### src/rtl/pwfc_pkg.sv
package pwfc_pkg;

  localparam int unsigned QueueDepth = 2;

  localparam logic [2:0] ModeV210Unpack = 3'd0;
  localparam logic [2:0] ModeR10k       = 3'd1;
  localparam logic [2:0] ModeRgbaShuf   = 3'd2;
  localparam logic [2:0] ModeToV210     = 3'd3;
  localparam logic [2:0] ModeDpx10      = 3'd4;

  localparam logic [1:0] RegFormatMode = 2'd0;
  localparam logic [1:0] RegRedShift   = 2'd1;
  localparam logic [1:0] RegGreenShift = 2'd2;
  localparam logic [1:0] RegBlueShift  = 2'd3;

  localparam logic [4:0] RedShiftReset   = 5'd0;
  localparam logic [4:0] GreenShiftReset = 5'd8;
  localparam logic [4:0] BlueShiftReset  = 5'd16;

  localparam logic [31:0] V210LowMask = 32'h0030_0c03;

  typedef enum logic [1:0] {
    KIND_NONE = 2'd0,
    KIND_GEAR = 2'd1,
    KIND_RGB  = 2'd2,
    KIND_PASS = 2'd3
  } kind_t;

  typedef struct packed {
    kind_t       kind;
    logic        eol;
    logic [31:0] data;
  } entry_t;

  typedef struct packed {
    logic [4:0] red_shift;
    logic [4:0] green_shift;
    logic [4:0] blue_shift;
  } shifts_t;

endpackage

### src/rtl/pwfc_front.sv
module pwfc_front (
  input  logic                  clk,
  input  logic                  rst,
  input  logic                  cfg_we,
  input  logic [1:0]            cfg_index,
  input  logic [4:0]            cfg_data,
  input  logic [31:0]           in_word,
  input  logic                  end_of_line,
  output pwfc_pkg::entry_t      entry,
  output pwfc_pkg::shifts_t     shifts
);

  logic [2:0] format_mode;
  logic [4:0] red_shift;
  logic [4:0] green_shift;
  logic [4:0] blue_shift;

  always_ff @(posedge clk) begin
    if (rst) begin
      format_mode <= pwfc_pkg::ModeV210Unpack;
      red_shift   <= pwfc_pkg::RedShiftReset;
      green_shift <= pwfc_pkg::GreenShiftReset;
      blue_shift  <= pwfc_pkg::BlueShiftReset;
    end else if (cfg_we) begin
      unique case (cfg_index)
        pwfc_pkg::RegFormatMode: format_mode <= cfg_data[2:0];
        pwfc_pkg::RegRedShift:   red_shift   <= cfg_data;
        pwfc_pkg::RegGreenShift: green_shift <= cfg_data;
        pwfc_pkg::RegBlueShift:  blue_shift  <= cfg_data;
        default: ;
      endcase
    end
  end

  assign shifts = '{red_shift: red_shift, green_shift: green_shift,
                    blue_shift: blue_shift};

  logic        default_shifts;
  logic [31:0] widened;

  assign default_shifts = (red_shift == pwfc_pkg::RedShiftReset) &&
                          (green_shift == pwfc_pkg::GreenShiftReset) &&
                          (blue_shift == pwfc_pkg::BlueShiftReset);

  assign widened = ({8'd0, in_word[31:24], in_word[31:24], in_word[31:24]} &
                    pwfc_pkg::V210LowMask) |
                   {22'd0, in_word[7:0], 2'd0} |
                   {12'd0, in_word[15:8], 12'd0} |
                   {2'd0, in_word[23:16], 22'd0};

  always_comb begin
    entry.eol  = end_of_line;
    entry.kind = pwfc_pkg::KIND_NONE;
    entry.data = in_word;
    unique case (format_mode)
      pwfc_pkg::ModeV210Unpack: begin
        entry.kind = pwfc_pkg::KIND_GEAR;
        entry.data = {8'd0, in_word[29:22], in_word[19:12], in_word[9:2]};
      end
      pwfc_pkg::ModeR10k: begin
        entry.kind = pwfc_pkg::KIND_RGB;
        entry.data = {8'd0, in_word[19:16], in_word[31:28],
                      in_word[13:8], in_word[23:22], in_word[7:0]};
      end
      pwfc_pkg::ModeRgbaShuf: begin
        if (default_shifts) begin
          entry.kind = pwfc_pkg::KIND_PASS;
        end else begin
          entry.kind = pwfc_pkg::KIND_RGB;
          entry.data = {8'd0, in_word[23:0]};
        end
      end
      pwfc_pkg::ModeToV210: begin
        entry.kind = pwfc_pkg::KIND_PASS;
        entry.data = widened;
      end
      pwfc_pkg::ModeDpx10: begin
        entry.kind = pwfc_pkg::KIND_RGB;
        entry.data = {8'd0, in_word[11:4], in_word[21:14], in_word[31:24]};
      end
      default: entry.kind = pwfc_pkg::KIND_NONE;
    endcase
  end

endmodule

### src/rtl/pwfc_queue.sv
module pwfc_queue #(
  parameter int unsigned DEPTH = pwfc_pkg::QueueDepth
) (
  input  logic              clk,
  input  logic              rst,
  input  logic              push,
  input  pwfc_pkg::entry_t  push_entry,
  output logic              full,
  input  logic              pop,
  output logic              head_valid,
  output pwfc_pkg::entry_t  head_entry
);

  localparam int unsigned PtrW = (DEPTH > 1) ? $clog2(DEPTH) : 1;
  localparam int unsigned CntW = $clog2(DEPTH + 1);
  localparam logic [PtrW-1:0] LastPtr = PtrW'(DEPTH - 1);
  localparam logic [CntW-1:0] FullCnt = CntW'(DEPTH);

  pwfc_pkg::entry_t slots [DEPTH];
  logic [PtrW-1:0]  wr_ptr;
  logic [PtrW-1:0]  rd_ptr;
  logic [CntW-1:0]  count;

  assign full       = (count == FullCnt);
  assign head_valid = (count != '0);
  assign head_entry = slots[rd_ptr];

  always_ff @(posedge clk) begin
    if (push) begin
      slots[wr_ptr] <= push_entry;
    end
  end

  always_ff @(posedge clk) begin
    if (rst) begin
      wr_ptr <= '0;
      rd_ptr <= '0;
      count  <= '0;
    end else begin
      if (push) begin
        wr_ptr <= (wr_ptr == LastPtr) ? '0 : wr_ptr + 1'b1;
      end
      if (pop) begin
        rd_ptr <= (rd_ptr == LastPtr) ? '0 : rd_ptr + 1'b1;
      end
      if (push && !pop) begin
        count <= count + 1'b1;
      end else if (pop && !push) begin
        count <= count - 1'b1;
      end
    end
  end

endmodule

### src/rtl/pwfc_back.sv
module pwfc_back (
  input  logic               clk,
  input  logic               rst,
  input  pwfc_pkg::shifts_t  shifts,
  input  logic               head_valid,
  input  pwfc_pkg::entry_t   head_entry,
  output logic               pop,
  output logic               out_valid,
  input  logic               out_stall,
  output logic [31:0]        out_word
);

  logic [23:0] held_bytes;
  logic [1:0]  held_count;
  logic [23:0] held_bytes_next;
  logic [1:0]  held_count_next;
  logic [55:0] gear_all;
  logic [31:0] placed;
  logic [31:0] result;
  logic        produces;
  logic        slot_free;

  assign gear_all = {32'd0, held_bytes} |
                    ({24'd0, head_entry.data} << {held_count, 3'd0});

  assign placed = ({24'd0, head_entry.data[7:0]}   << shifts.red_shift) |
                  ({24'd0, head_entry.data[15:8]}  << shifts.green_shift) |
                  ({24'd0, head_entry.data[23:16]} << shifts.blue_shift);

  always_comb begin
    produces        = 1'b0;
    result          = head_entry.data;
    held_bytes_next = held_bytes;
    held_count_next = held_count;
    unique case (head_entry.kind)
      pwfc_pkg::KIND_GEAR: begin
        if (held_count == 2'd0) begin
          held_bytes_next = head_entry.data[23:0];
          held_count_next = 2'd3;
        end else begin
          produces        = 1'b1;
          result          = gear_all[31:0];
          held_bytes_next = gear_all[55:32];
          held_count_next = held_count - 2'd1;
        end
      end
      pwfc_pkg::KIND_RGB: begin
        produces = 1'b1;
        result   = placed;
      end
      pwfc_pkg::KIND_PASS: produces = 1'b1;
      default: produces = 1'b0;
    endcase
    if (head_entry.eol) begin
      held_bytes_next = '0;
      held_count_next = '0;
    end
  end

  assign slot_free = !out_valid || !out_stall;
  assign pop       = head_valid && (!produces || slot_free);

  always_ff @(posedge clk) begin
    if (rst) begin
      held_bytes <= '0;
      held_count <= '0;
      out_valid  <= 1'b0;
    end else begin
      if (pop) begin
        held_bytes <= held_bytes_next;
        held_count <= held_count_next;
      end
      if (pop && produces) begin
        out_valid <= 1'b1;
      end else if (!out_stall) begin
        out_valid <= 1'b0;
      end
    end
  end

  always_ff @(posedge clk) begin
    if (pop && produces) begin
      out_word <= result;
    end
  end

endmodule

### src/rtl/pixel_word_format_converter_top.sv
// channel  | handshake            | payload
// ---------+----------------------+-------------------------
// in       | in_valid / in_stall  | in_word, end_of_line
// out      | out_valid / out_stall| out_word
// cfg      | cfg_we               | cfg_index, cfg_data
//
// One word accepted per cycle while in_stall is low; the queue slot is written at
// acceptance and the output register when the back end pops a word-producing
// entry, so every word passes through the queue before the output register.
// in_stall rises only when the queue is full; the back end drains the queue
// one word per cycle while the output register is free or being taken.
// Reset clears config to mode 0 with shifts 0/8/16, empties the gearbox and queue.
module pixel_word_format_converter_top #(
  parameter int unsigned QUEUE_DEPTH = pwfc_pkg::QueueDepth
) (
  input  logic        clk,
  input  logic        rst,
  input  logic        cfg_we,
  input  logic [1:0]  cfg_index,
  input  logic [4:0]  cfg_data,
  input  logic        in_valid,
  output logic        in_stall,
  input  logic [31:0] in_word,
  input  logic        end_of_line,
  output logic        out_valid,
  input  logic        out_stall,
  output logic [31:0] out_word
);

  pwfc_pkg::entry_t  front_entry;
  pwfc_pkg::entry_t  head_entry;
  pwfc_pkg::shifts_t shifts;
  logic              queue_full;
  logic              head_valid;
  logic              pop;

  assign in_stall = queue_full;

  pwfc_front u_front (
    .clk         (clk),
    .rst         (rst),
    .cfg_we      (cfg_we),
    .cfg_index   (cfg_index),
    .cfg_data    (cfg_data),
    .in_word     (in_word),
    .end_of_line (end_of_line),
    .entry       (front_entry),
    .shifts      (shifts)
  );

  pwfc_queue #(
    .DEPTH (QUEUE_DEPTH)
  ) u_queue (
    .clk        (clk),
    .rst        (rst),
    .push       (in_valid && !queue_full),
    .push_entry (front_entry),
    .full       (queue_full),
    .pop        (pop),
    .head_valid (head_valid),
    .head_entry (head_entry)
  );

  pwfc_back u_back (
    .clk        (clk),
    .rst        (rst),
    .shifts     (shifts),
    .head_valid (head_valid),
    .head_entry (head_entry),
    .pop        (pop),
    .out_valid  (out_valid),
    .out_stall  (out_stall),
    .out_word   (out_word)
  );

endmodule
### config.mk
export PLATFORM = sky130hd
export DESIGN_NAME = pixel_word_format_converter_top
export DESIGN_NICKNAME = d
export VERILOG_FILES = /design/src/rtl/pwfc_pkg.sv /design/src/rtl/pwfc_front.sv /design/src/rtl/pwfc_queue.sv /design/src/rtl/pwfc_back.sv /design/src/rtl/pixel_word_format_converter_top.sv
export SDC_FILE = /design/constraint.sdc
export NUM_CORES = 1
export LEC_CHECK = 0
export ABC_AREA = 1
export BUFFER_PORTS_ARGS = -buffer_cell sky130_fd_sc_hd__buf_2
export CAP_MARGIN = 30
export CELL_PAD_IN_SITES_DETAIL_PLACEMENT = 1
export CELL_PAD_IN_SITES_GLOBAL_PLACEMENT = 2
export CORE_AREA = 2 2 172 174
export DETAILED_ROUTE_END_ITERATION = 10
export DIE_AREA = 0 0 174 176
export GPL_TIMING_DRIVEN = 1
export PLACE_DENSITY = 0.95
export SLEW_MARGIN = 25
export SYNTH_ARGS = -nofsm -noshare
export SYNTH_HDL_FRONTEND = slang
export SYNTH_SLANG_ARGS = --single-unit
### constraint.sdc
create_clock -name clk -period 5.3 [get_ports clk]
set_input_delay 1.59 -clock clk [delete_from_list [all_inputs] [get_ports clk]]
set_output_delay 1.59 -clock clk [all_outputs]
set_load 0.02 [all_outputs]
==> summary.md, run 1 <==
| Metric | Value |
|---|---|
| CTS clk-pin slew, worst paths | `around 0.070 ns` |
| Synthesized instance count | `1,527` |
| Period minus WS final | `3.63 ns` |
| Reg-to-reg slack, setup | `1.67 ns` |
| Die Wd | `174 um` |
| Fraction of registers with async set/reset | `0%` |
| Slew Viols, Final | `0` |
| Pleak | `between 0.004 and 0.005 uW` |
| Synth area leaders | `edfxtp_1, nand2_1, nand3_1` |
| Avg WL per Cell | `21.5 um` |
| Register bit total from synthesis | `152` |
| Sequential fraction of the synthesis area | `between 30% and 40%` |
| Final setup fails | `0` |
| Vias | `approximately 11,000` |
| Cell variety after synth | `45` |
| Top Ports | `between 70 and 80` |
| Gr usage total | `27.3%` |
| Starting density of the core | `36.7%` |
| Via density per instance | `just under 6` |
| Largest family of logic cells by synthesized area | `simple AND/OR/NAND/NOR gates` |
| Number of DRC markers in iteration 0 | `1,111` |
| Post-synth top area share | `29.2%` |
| R2R cell count | `18` |
| Routability congestion estimate | `0.986` |
| Post-synthesis adder-cell area fraction | `0.597%` |
| TNS Setup | `0 ns` |
| VDD IR max | `0.000240 V` |
| Synth Flop Type | `edfxtp_1` |
| Post-synthesis mux area share | `0%` |
| Residual DRC count | `0` |
| Ant. Diodes | `0` |
| HP Class | `reg2reg` |
| CTS H-tree lvls | `4` |
| Final clock skew | `0.0118 ns` |
| Clock latency on the worst-skew pair | `0.43 ns` |
| Max clock buf depth | `2` |
| Slew HR | `44.4%` |
| Drt first pass iters | `5` |
| Most common cell after layout, fill and taps aside | `nand2_1` |
| Total grt overflow | `0` |
| Final period utilization | `68.4%` |
| Final wirelength | `41,800 um` |
| Critical Path End Type | `flop` |
| Critical path class | `reg2reg` |
| Hpwl dp | `31,200 um` |
| Post-route design area | `11,600 sq um` |
| PwrDens | `a little over 600 nW/um^2` |
| Data arrival, critical path | `3.98 ns` |
| Core Footprint | `28,500 sq um` |
| Layout cells sized above 1 | `10.9%` |
| Dpl cells | `1,907` |
| Die area | `roughly 31,000 sq um` |
| Setup crit start kind | `flop` |
| Worst-margin pin slew | `0.835 ns` |
| Post-Syn Nets | `1,577` |
| Num rows | `62` |
| Synthesized area per cell | `6.86 sq um` |
| Reg2Reg Capture Point | `u_back.held_bytes[5]$_SDFFE_PP0P_` |
| Root Buffer | `clkbuf_16` |
| Pwr Total | `7060 uW` |
| Final core utilization | `40.6%` |
| CTS Buf Count | `17` |
| Max-cap violations | `0` |
| Setup Buffers After CTS | `0` |
| Placed Area | `11,000 sq um` |
| Largest net degree at the start of global routing | `53` |
| Area leader, netlist | `edfxtp_1` |
| PortBufs | `78` |
| CTS tree | `yes` |
| Resized Gates After CTS | `0` |
| YS warnings | `0` |
| Result of the run | `completed` |
| Area Growth Syn to Fin | `10.7%` |
| Initial antenna violation count | `1` |
| RSZ-0062 raised after global routing | `no` |
| Hold_sp | `u_queue.rd_ptr$_SDFFE_PP0P_` |
| Final Hold Vio Count | `0` |
| Commonest cells after routing, fill and taps aside | `nand2_1, nand3_1, a21oi_1` |
| Number of global-route vias before repair | `10,800` |
| Die height | `176 um` |
| First-pass GRT wire length | `64,300 um` |
| Hold Crit Endpoint | `u_queue.rd_ptr$_SDFFE_PP0P_` |
| FMAX | `276 MHz` |
| Worst-path fanout max | `39` |
| Clk sinks | `152` |
| Compound-cell area share of the yosys netlist | `18.3%` |
| # hold bufs at CTS | `0` |
| Post-DRT Antenna Nets | `0` |
| # nets final | `1,593` |
| Hold depth | `1` |
| Number of synthesized flops with an enable pin | `between 100 and 150` |
| Synth Area in Simple Gates | `around 34%` |
| Final cell count without fillers | `1,940` |
| Post-Synth XOR/XNOR Area | `0.0836%` |
| Synth Cell Area | `10,500 sq um` |
| Worst Path Required | `5.65 ns` |
layout make-up:
type / count / area (sq um)
Multi-Input combinational cell: 1160 / 5540
Inverter: 116 / 438
Clock inverter: 14 / 118
Clock buffer: 18 / 429
Timing Repair Buffer: 96 / 529
Sequential cell: 152 / 4060
Tap cell: 384 / 480
Fill cell: 3711 / 17000
metrics by stage:
| stage | worst slack (ns) | hold WS, ns |
|---|---|---|
| 2_1_floorplan | 1.64 | 0.425 |
| 3_3_place_gp | 1.50 | 0.436 |
| 3_5_place_dp | 1.37 | 0.454 |
| 4_1_cts | 1.33 | 0.464 |
| 5_1_grt | 1.34 | 0.469 |
| 6_report | 1.67 | 0.463 |
worst max path at each step:
stage / start / to / slack [ns]
finish: flop / u_back.held_bytes[5]$_SDFFE_PP0P_ / 1.67
global route: flop / u_back.held_bytes[12]$_SDFFE_PP0P_ / 1.34
CTS: flop / u_back.held_bytes[13]$_SDFFE_PP0P_ / 1.33
detailed placement: flop / u_back.held_bytes[2]$_SDFFE_PP0P_ / 1.37
global placement: flop / u_back.held_count[0]$_SDFFE_PP0P_ / 1.50
floorplan: in_valid / u_queue.slots[1][0]$_DFFE_PP_ / 1.64
metal layers:
metal	routed length, um	vias to the layer above	track usage (%)
met5	12	-	0
met4	1570	2	10.6
met3	2560	84	3.36
met2	19400	432	44.2
met1	18300	5447	37.3
li1	-	5276	-
registers in the layout, summed over array words and instances, names as in the netlist, named ones only:
register / count
u_front.green_shift: 5
u_front.blue_shift: 5
u_queue.rd_ptr: 1
u_back.out_valid: 1
u_queue.slots: 70
u_front.red_shift: 5
u_back.held_count: 2
u_back.held_bytes: 24
u_queue.count: 2
u_back.out_word: 32
u_front.format_mode: 3
u_queue.wr_ptr: 1
power breakdown:
part / total, uW / switching [uW] / leakage [uW] / internal [uW]
combinational: 4060 / 2960 / 0.00320 / 1100
sequential: 1830 / 121 / 0.00136 / 1710
clock: 1170 / 561 / 0.000259 / 613
synth_stat cells (2+ instances only):
cell / number
buf_4: 4
or2_2: 4
nand4_1: 34
nor2_2: 3
o211ai_1: 12
a22oi_1: 3
a31oi_1: 6
nor2_1: 112
and2_1: 9
nand2_2: 10
o21ai_1: 12
nand2_1: 404
inv_1: 103
or2_1: 2
ha_1: 5
dfxtp_1: 50
nor3_1: 10
buf_1: 9
buf_2: 22
o21ai_0: 114
clkbuf_1: 60
clkinv_1: 7
nand3_2: 2
a31o_2: 4
o22ai_1: 28
o21a_1: 9
o21ai_2: 4
inv_2: 5
buf_6: 4
a21oi_1: 120
edfxtp_1: 102
a221oi_1: 16
nand3_1: 226
kinds of logic after synthesis:
family / Yosys count
XOR/XNOR: 1
AND/OR/NAND/NOR: 818
AO/OA/AOI/OAI: 336
buffers and inverters: 215
flip-flops: 152
adder cells (fa/ha/maj): 5
critical path, cell delays in order (launching register included):
cell      delay (ns)
dfxtp_1         0.31
buf_4           0.36
inv_2           0.36
or2_2           0.36
o21ai_0         0.14
inv_1           0.08
ha_1            0.21
inv_1           0.16
nor2_2          0.10
o21bai_2        0.21
inv_2           0.06
nand3_2         0.06
nand2_2         0.07
inv_4           0.08
o21ai_4         0.20
nor2_2          0.30
buf_6           0.24
nand2_1         0.07
a21oi_1         0.13
Power figures use the tool's default switching activity.
==> run 2: changes to the inputs <==
--- a/config.mk
+++ b/config.mk
@@ -10,11 +10,11 @@
 export CAP_MARGIN = 30
 export CELL_PAD_IN_SITES_DETAIL_PLACEMENT = 1
 export CELL_PAD_IN_SITES_GLOBAL_PLACEMENT = 2
-export CORE_AREA = 2 2 172 174
+export CORE_AREA = 2 2 176 178
 export DETAILED_ROUTE_END_ITERATION = 10
-export DIE_AREA = 0 0 174 176
+export DIE_AREA = 0 0 178 180
 export GPL_TIMING_DRIVEN = 1
-export PLACE_DENSITY = 0.95
+export PLACE_DENSITY = 0.92
 export SLEW_MARGIN = 25
 export SYNTH_ARGS = -nofsm -noshare
 export SYNTH_HDL_FRONTEND = slang
==> constraint.sdc (replaced) <==
create_clock -name clk -period 3.5 [get_ports clk]
set_input_delay 1.05 -clock clk [delete_from_list [all_inputs] [get_ports clk]]
set_output_delay 1.05 -clock clk [all_outputs]
set_load 0.02 [all_outputs]
==> summary.md, run 2 (synthesis gave the netlist of run 1 again) <==
| Metric | Value |
|---|---|
| Result of the run | `completed` |
| # nets final | `approximately 1,600` |
| Worst-margin pin slew | `0.829 ns` |
| Num rows | `64` |
| Hpwl dp | `32,800 um` |
| Post-DRT Antenna Nets | `0` |
| Commonest cells after routing, fill and taps aside | `nand2_1, nand3_1, a21oi_1` |
| Root Buffer | `clkbuf_16` |
| Regs by FF count | `u_queue.slots (70), u_back.out_word (32), u_back.held_bytes (24)` |
| Top Ports | `79` |
| Via density per instance | `about 5.8` |
| First-pass GRT wire length | `between 60,000 and 70,000 um` |
| Number of DRC markers in iteration 0 | `1,236` |
| Final clock skew | `0.0150 ns` |
| Post-Place Worst Slack | `between 0.6 and 0.7 ns` |
| Die height | `between 150 and 200 um` |
| Core Footprint | `roughly 30,000 sq um` |
| Die Wd | `~180 um` |
| CTS H-tree lvls | `4` |
| Layout cells sized above 1 | `about an eighth` |
| Max clock buf depth | `2` |
| PwrDens | `between 900 and 1000 nW/um^2` |
| Residual DRC count | `0` |
| Vias | `11,400` |
| Final Hold Vio Count | `0` |
| Most common cell after layout, fill and taps aside | `nand2_1` |
| Final setup fails | `0` |
| Avg WL per Cell | `approximately 22 um` |
| CTS tree | `yes` |
| Period minus WS final | `roughly 2.9 ns` |
| Data arrival, critical path | `3.26 ns` |
| Critical path class | `reg2reg` |
| Initial antenna violation count | `1` |
| # hold bufs at CTS | `0` |
| Worst Path Required | `3.87 ns` |
| Final wirelength | `roughly 43,000 um` |
| RSZ-0062 raised after global routing | `no` |
| Routability congestion estimate | `between 0.9 and 1` |
| Worst-path fanout max | `38` |
| Number of global-route vias before repair | `around 11,000` |
| Total grt overflow | `0` |
| Largest net degree at the start of global routing | `46` |
| Resized Gates After CTS | `0` |
| PortBufs | `78` |
| Clock latency on the worst-skew pair | `0.45 ns` |
| CTS clk-pin slew, worst paths | `roughly 0.060 ns` |
| Setup crit start kind | `flop` |
| Dpl cells | `1,941` |
| Final cell count without fillers | `about 2,000` |
| TNS Setup | `0 ns` |
| Final core utilization | `39.0%` |
| Final period utilization | `82.6%` |
| Clk sinks | `152` |
| Drt first pass iters | `5` |
| Setup ws final | `0.610 ns` |
| VDD IR max | `0.000397 V` |
| Largest register FFs | `70` |
| Max-cap violations | `0` |
| Slew Viols, Final | `0` |
| FMAX | `346 MHz` |
| Pleak | `0.00493 uW` |
| Area Growth Syn to Fin | `12.3%` |
| Pwr Total | `10,900 uW` |
| CTS Buf Count | `17` |
| HP Class | `reg2reg` |
| Slew HR | `44.4%` |
| Gr usage total | `27.0%` |
| Setup Buffers After CTS | `0` |
| Starting density of the core | `34.7%` |
| Critical Path End Type | `flop` |
| Largest Register | `u_queue.slots` |
| Die area | `between 30,000 and 40,000 sq um` |
[run 2: cell types whose count changed in the layout (fill, tap and decap cells not counted), sizes merged]
cell | before | now
inv | 115 | 114
clkbuf | 18 | 17
clkinv | 11 | 14
diode | 0 | 3
clkinvlp | 4 | 3
buf | 96 | 117
[run 2: final timing paths]
kind                                    start                                  to  slack (ns)  depth (start not counted)
hold / removal    u_queue.rd_ptr$_SDFFE_PP0P_         u_queue.rd_ptr$_SDFFE_PP0P_        0.46                          1
setup reg to reg                         flop  u_back.held_bytes[10]$_SDFFE_PP0P_        0.61                         17
hold reg to reg   u_queue.rd_ptr$_SDFFE_PP0P_         u_queue.rd_ptr$_SDFFE_PP0P_        0.46                          1
setup / recovery                         flop  u_back.held_bytes[10]$_SDFFE_PP0P_        0.61                         17
[run 2: worst max-delay path: stages (launching register included)]
cell	delay [ns]
dfxtp_1	0.35
buf_4	0.38
nand2_1	0.12
o21ai_2	0.12
inv_1	0.10
ha_1	0.23
inv_1	0.09
nor2_2	0.08
o21bai_2	0.16
inv_2	0.06
nand3_2	0.06
nand2_2	0.07
inv_4	0.08
o21ai_4	0.21
nor2_2	0.16
buf_4	0.29
nand2_1	0.08
a21oi_1	0.14
[run 2: report_power, final]
| part | internal, uW | switching, uW |
|---|---|---|
| Combinational | 1730 | 4590 |
| Sequential | 2580 | 189 |
| Clock | 919 | 837 |
| Total | 5230 | 5620 |
[run 2: cell type report]
cell class	count	area, sq um
multi-input combinational	1160	5530
clock inverter	15	119
tap	396	495
sequential	152	4060
antenna	3	7.51
timing repair buffer	117	683
clock buffer	17	425
fill	3840	18400
inverter	116	438
[run 2: through the flow]
step	instance area, sq um	hold slack, ns
after floorplan	10500	0.425
after global placement	11200	0.436
after detailed placement	11200	0.463
after CTS	11800	0.471
after global routing	11800	0.486
final	11800	0.464
[run 2: routing by layer]
metal	GRT usage (%)	wire (um)	vias up
met5	0	0	-
met4	10.0	1410	0
met3	4.08	2890	68
met2	43.5	20400	471
met1	36.5	18600	5548
li1	-	-	5327
==> run 3: changes to the inputs <==
--- a/config.mk
+++ b/config.mk
@@ -5,16 +5,16 @@
 export SDC_FILE = /design/constraint.sdc
 export NUM_CORES = 1
 export LEC_CHECK = 0
-export ABC_AREA = 1
+export ABC_AREA = 0
 export BUFFER_PORTS_ARGS = -buffer_cell sky130_fd_sc_hd__buf_2
 export CAP_MARGIN = 30
 export CELL_PAD_IN_SITES_DETAIL_PLACEMENT = 1
 export CELL_PAD_IN_SITES_GLOBAL_PLACEMENT = 2
-export CORE_AREA = 2 2 176 178
+export CORE_AREA = 2 2 174 176
 export DETAILED_ROUTE_END_ITERATION = 10
-export DIE_AREA = 0 0 178 180
+export DIE_AREA = 0 0 176 178
 export GPL_TIMING_DRIVEN = 1
-export PLACE_DENSITY = 0.92
+export PLACE_DENSITY = 0.91
 export SLEW_MARGIN = 25
 export SYNTH_ARGS = -nofsm -noshare
 export SYNTH_HDL_FRONTEND = slang
==> constraint.sdc (replaced) <==
create_clock -name clk -period 2.7 [get_ports clk]
set_input_delay 0.81 -clock clk [delete_from_list [all_inputs] [get_ports clk]]
set_output_delay 0.81 -clock clk [all_outputs]
set_load 0.02 [all_outputs]
==> summary.md, run 3 <==
| Metric | Value |
|---|---|
| Synth Flop Type | `edfxtp_1` |
| Reg-to-reg slack, setup | `-0.06 ns` |
| Sequential cell area | `4070 sq um` |
| Post-synth top area share | `27.1%` |
| Sw frac | `45.8%` |
| Area leader, netlist | `edfxtp_1` |
| Cell variety after synth | `82` |
| Worst hold slack | `0.462 ns` |
| Top Ports | `79` |
| Worst-margin pin slew | `0.908 ns` |
| Max clock buf depth | `2` |
| CTS tree | `yes` |
| Synthesized instance count | `1,250` |
| Via density per instance | `around 6.5` |
| CTS clk-pin slew, worst paths | `0.07 ns` |
| CTS Buf Count | `17` |
| Post-DRT Antenna Nets | `0` |
| R2R cell count | `9` |
| Register bit total from synthesis | `152` |
| Vias | `12,200` |
| RSZ-0062 raised after global routing | `yes` |
| Largest register FFs | `70` |
| Setup ws final | `-0.0570 ns` |
| Result of the run | `complete, but fails checks` |
| Worst Path Required | `~2.8 ns` |
| TNS Setup | `-0.0654 ns` |
| Combinational share of power | `roughly three fifths` |
| Critical Path End Type | `flop` |
| Residual DRC count | `0` |
| PwrDens | `1070 nW/um^2` |
| Commonest cells after routing, fill and taps aside | `buf_4, nand2_1, nor2_1` |
| Post-Syn Nets | `1,300` |
| Hold Crit Endpoint | `u_back.held_bytes[9]$_SDFFE_PP0P_` |
| Core Footprint | `slightly below 30,000 sq um` |
| CTS H-tree lvls | `4` |
| Hold depth | `2` |
| Slew Viols, Final | `0` |
| Hpwl dp | `43,000 um` |
| Fraction of registers with async set/reset | `0%` |
| Setup crit start kind | `flop` |
| Final clock skew | `0.0135 ns` |
| Avg WL per Cell | `29.7 um` |
| Slew HR | `39.4%` |
| Period minus WS final | `around 2.8 ns` |
| Drt first pass iters | `5` |
| Sequential fraction of the synthesis area | `36.0%` |
| Root Buffer | `clkbuf_16` |
| Top-count cell post-synth | `nand2_1` |
| Hold_sp | `u_back.held_bytes[9]$_SDFFE_PP0P_` |
| Layout cells sized above 1 | `a little under a third` |
| Synth area leaders | `edfxtp_1, dfxtp_1, mux2i_1` |
| Die Wd | `between 150 and 200 um` |
| Failing checks | `setup timing` |
| Clk pwr share | `16.6%` |
| HP Class | `reg2reg` |
| Final wirelength | `55,300 um` |
| Clock latency on the worst-skew pair | `0.45 ns` |
| Number of synthesized flops with an enable pin | `approximately 100` |
| Die area | `approximately 31,000 sq um` |
| Routability congestion estimate | `approximately 1` |
| Final period utilization | `102%` |
| Gr usage total | `35.2%` |
| Synth Cell Area | `11,300 sq um` |
| # nets final | `1,512` |
| Worst-path fanout max | `16` |
| Total grt overflow | `0` |
| Clk sinks | `approximately 150` |
| First-pass GRT wire length | `80,800 um` |
| Regs by FF count | `u_queue.slots (70), u_back.out_word (32), u_back.held_bytes (24)` |
| Number of DRC markers in iteration 0 | `1,203` |
| Synthesized area per cell | `about 9 sq um` |
| Critical path class | `reg2reg` |
| Largest Register | `u_queue.slots` |
| Multi-input logic area | `just under 7000 sq um` |
| Number of global-route vias before repair | `12,200` |
| Initial antenna violation count | `0` |
| Seq pwr share | `23.2%` |
| Area Growth Syn to Fin | `25.6%` |
| Pwr Total | `15,200 uW` |
| FMAX | `between 300 and 400 MHz` |
| Ant. Diodes | `0` |
| Final setup fails | `2` |
| PortBufs | `a little under 80` |
| Pleak | `between 0.005 and 0.006 uW` |
| Internal power | `8270 uW` |
| Num rows | `63` |
| # hold bufs at CTS | `0` |
| Die height | `178 um` |
| Data arrival, critical path | `around 2.9 ns` |
| Most instantiated cells after synthesis | `nand2_1, nor2_1, edfxtp_1, a21oi_1, mux2i_1` |
| Number of fill cells in the layout | `~3,400` |
| YS warnings | `0` |
| Max-cap violations | `0` |
| P_sw | `~7000 uW` |
| Reg2Reg Capture Point | `u_back.out_word[21]$_DFFE_PP_` |
| Final Hold Vio Count | `0` |
| Most common cell after layout, fill and taps aside | `buf_4` |
| Starting density of the core | `between 30 and 40%` |
| VDD IR max | `0.000515 V` |
| Post-Place Worst Slack | `-0.169 ns` |
| Largest net degree at the start of global routing | `36` |
==> run 3: timing repair <==
item	CTS	global route
setup endpoints to repair	7	21
pin swaps	0	5
gates resized for setup	13	24
setup buffers	4	8
==> run 3: worst max path at each step <==
stage                                                to  slack, ns  depth (start not counted)
after floorplan           u_back.out_word[31]$_DFFE_PP_      0.007                         11
after global placement    u_back.out_word[27]$_DFFE_PP_      -0.15                          8
after detailed placement  u_back.out_word[21]$_DFFE_PP_      -0.17                          7
after CTS                 u_back.out_word[16]$_DFFE_PP_     -0.004                          8
after global routing      u_back.out_word[21]$_DFFE_PP_      -0.08                          9
final                     u_back.out_word[21]$_DFFE_PP_      -0.06                          9
==> run 3: cells by family after synthesis <==
kind of cell | after synthesis | synth area share (%)
and+or+nand+nor | 422 | 17.4
AOI/OAI and AO/OA | 395 | 24.5
DFF | 152 | 36.0
muxes | 142 | 16.3
buffers and inverters | 128 | 4.87
xor gates and xnor gates | 6 | 0.465
adders and majority gates | 5 | 0.554
==> run 3: area by class of cell <==
| class | instances | share of cell area [%] |
|---|---|---|
| Sequential cell | 152 | 28.7 |
| Multi-Input combinational cell | 970 | 48.3 |
| Timing Repair Buffer | 296 | 14.6 |
| Clock inverter | 12 | 1.01 |
| Tap cell | 390 | 3.44 |
| Inverter | 25 | 0.687 |
| Clock buffer | 20 | 3.22 |
==> run 3: worst max-delay path: stages (launching register included) <==
cell	delay [ns]
dfxtp_4	0.44
buf_12	0.18
buf_4	0.15
mux2_4	0.37
mux2i_1	0.21
or3_1	0.17
nand4_1	0.17
a2111oi_2	0.35
buf_4	0.19
o221ai_1	0.21
==> run 3: layer usage <==
layer / GRT usage, % / up-vias / routed length [um]
met5: 0 / - / 0
met4: 20.6 / 0 / 3680
met3: 5.22 / 164 / 4060
met2: 57.1 / 691 / 25100
met1: 44.8 / 6079 / 22500
li1: - / 5261 / -
==> run 3: power groups by stage <==
stage                     Combinational [uW]  Sequential (uW)  Clock [uW]
after global routing                    9530             3560        2620
after detailed placement                8540             3560           0
after CTS                               8700             3520        2550
final                                   9180             3530        2530
after floorplan                         4570             3620           0
after global placement                  8450             3520           0
==> run 3: metrics by stage <==
step                      instance area [sq um]  util, %  instances
after floorplan                           11400        -       1250
after global placement                    13400     45.4       1821
after detailed placement                  13400     45.4       1821
after CTS                                 14000     47.7       1857
after global routing                      14200     48.3       1865
final                                     14200     48.3       1865
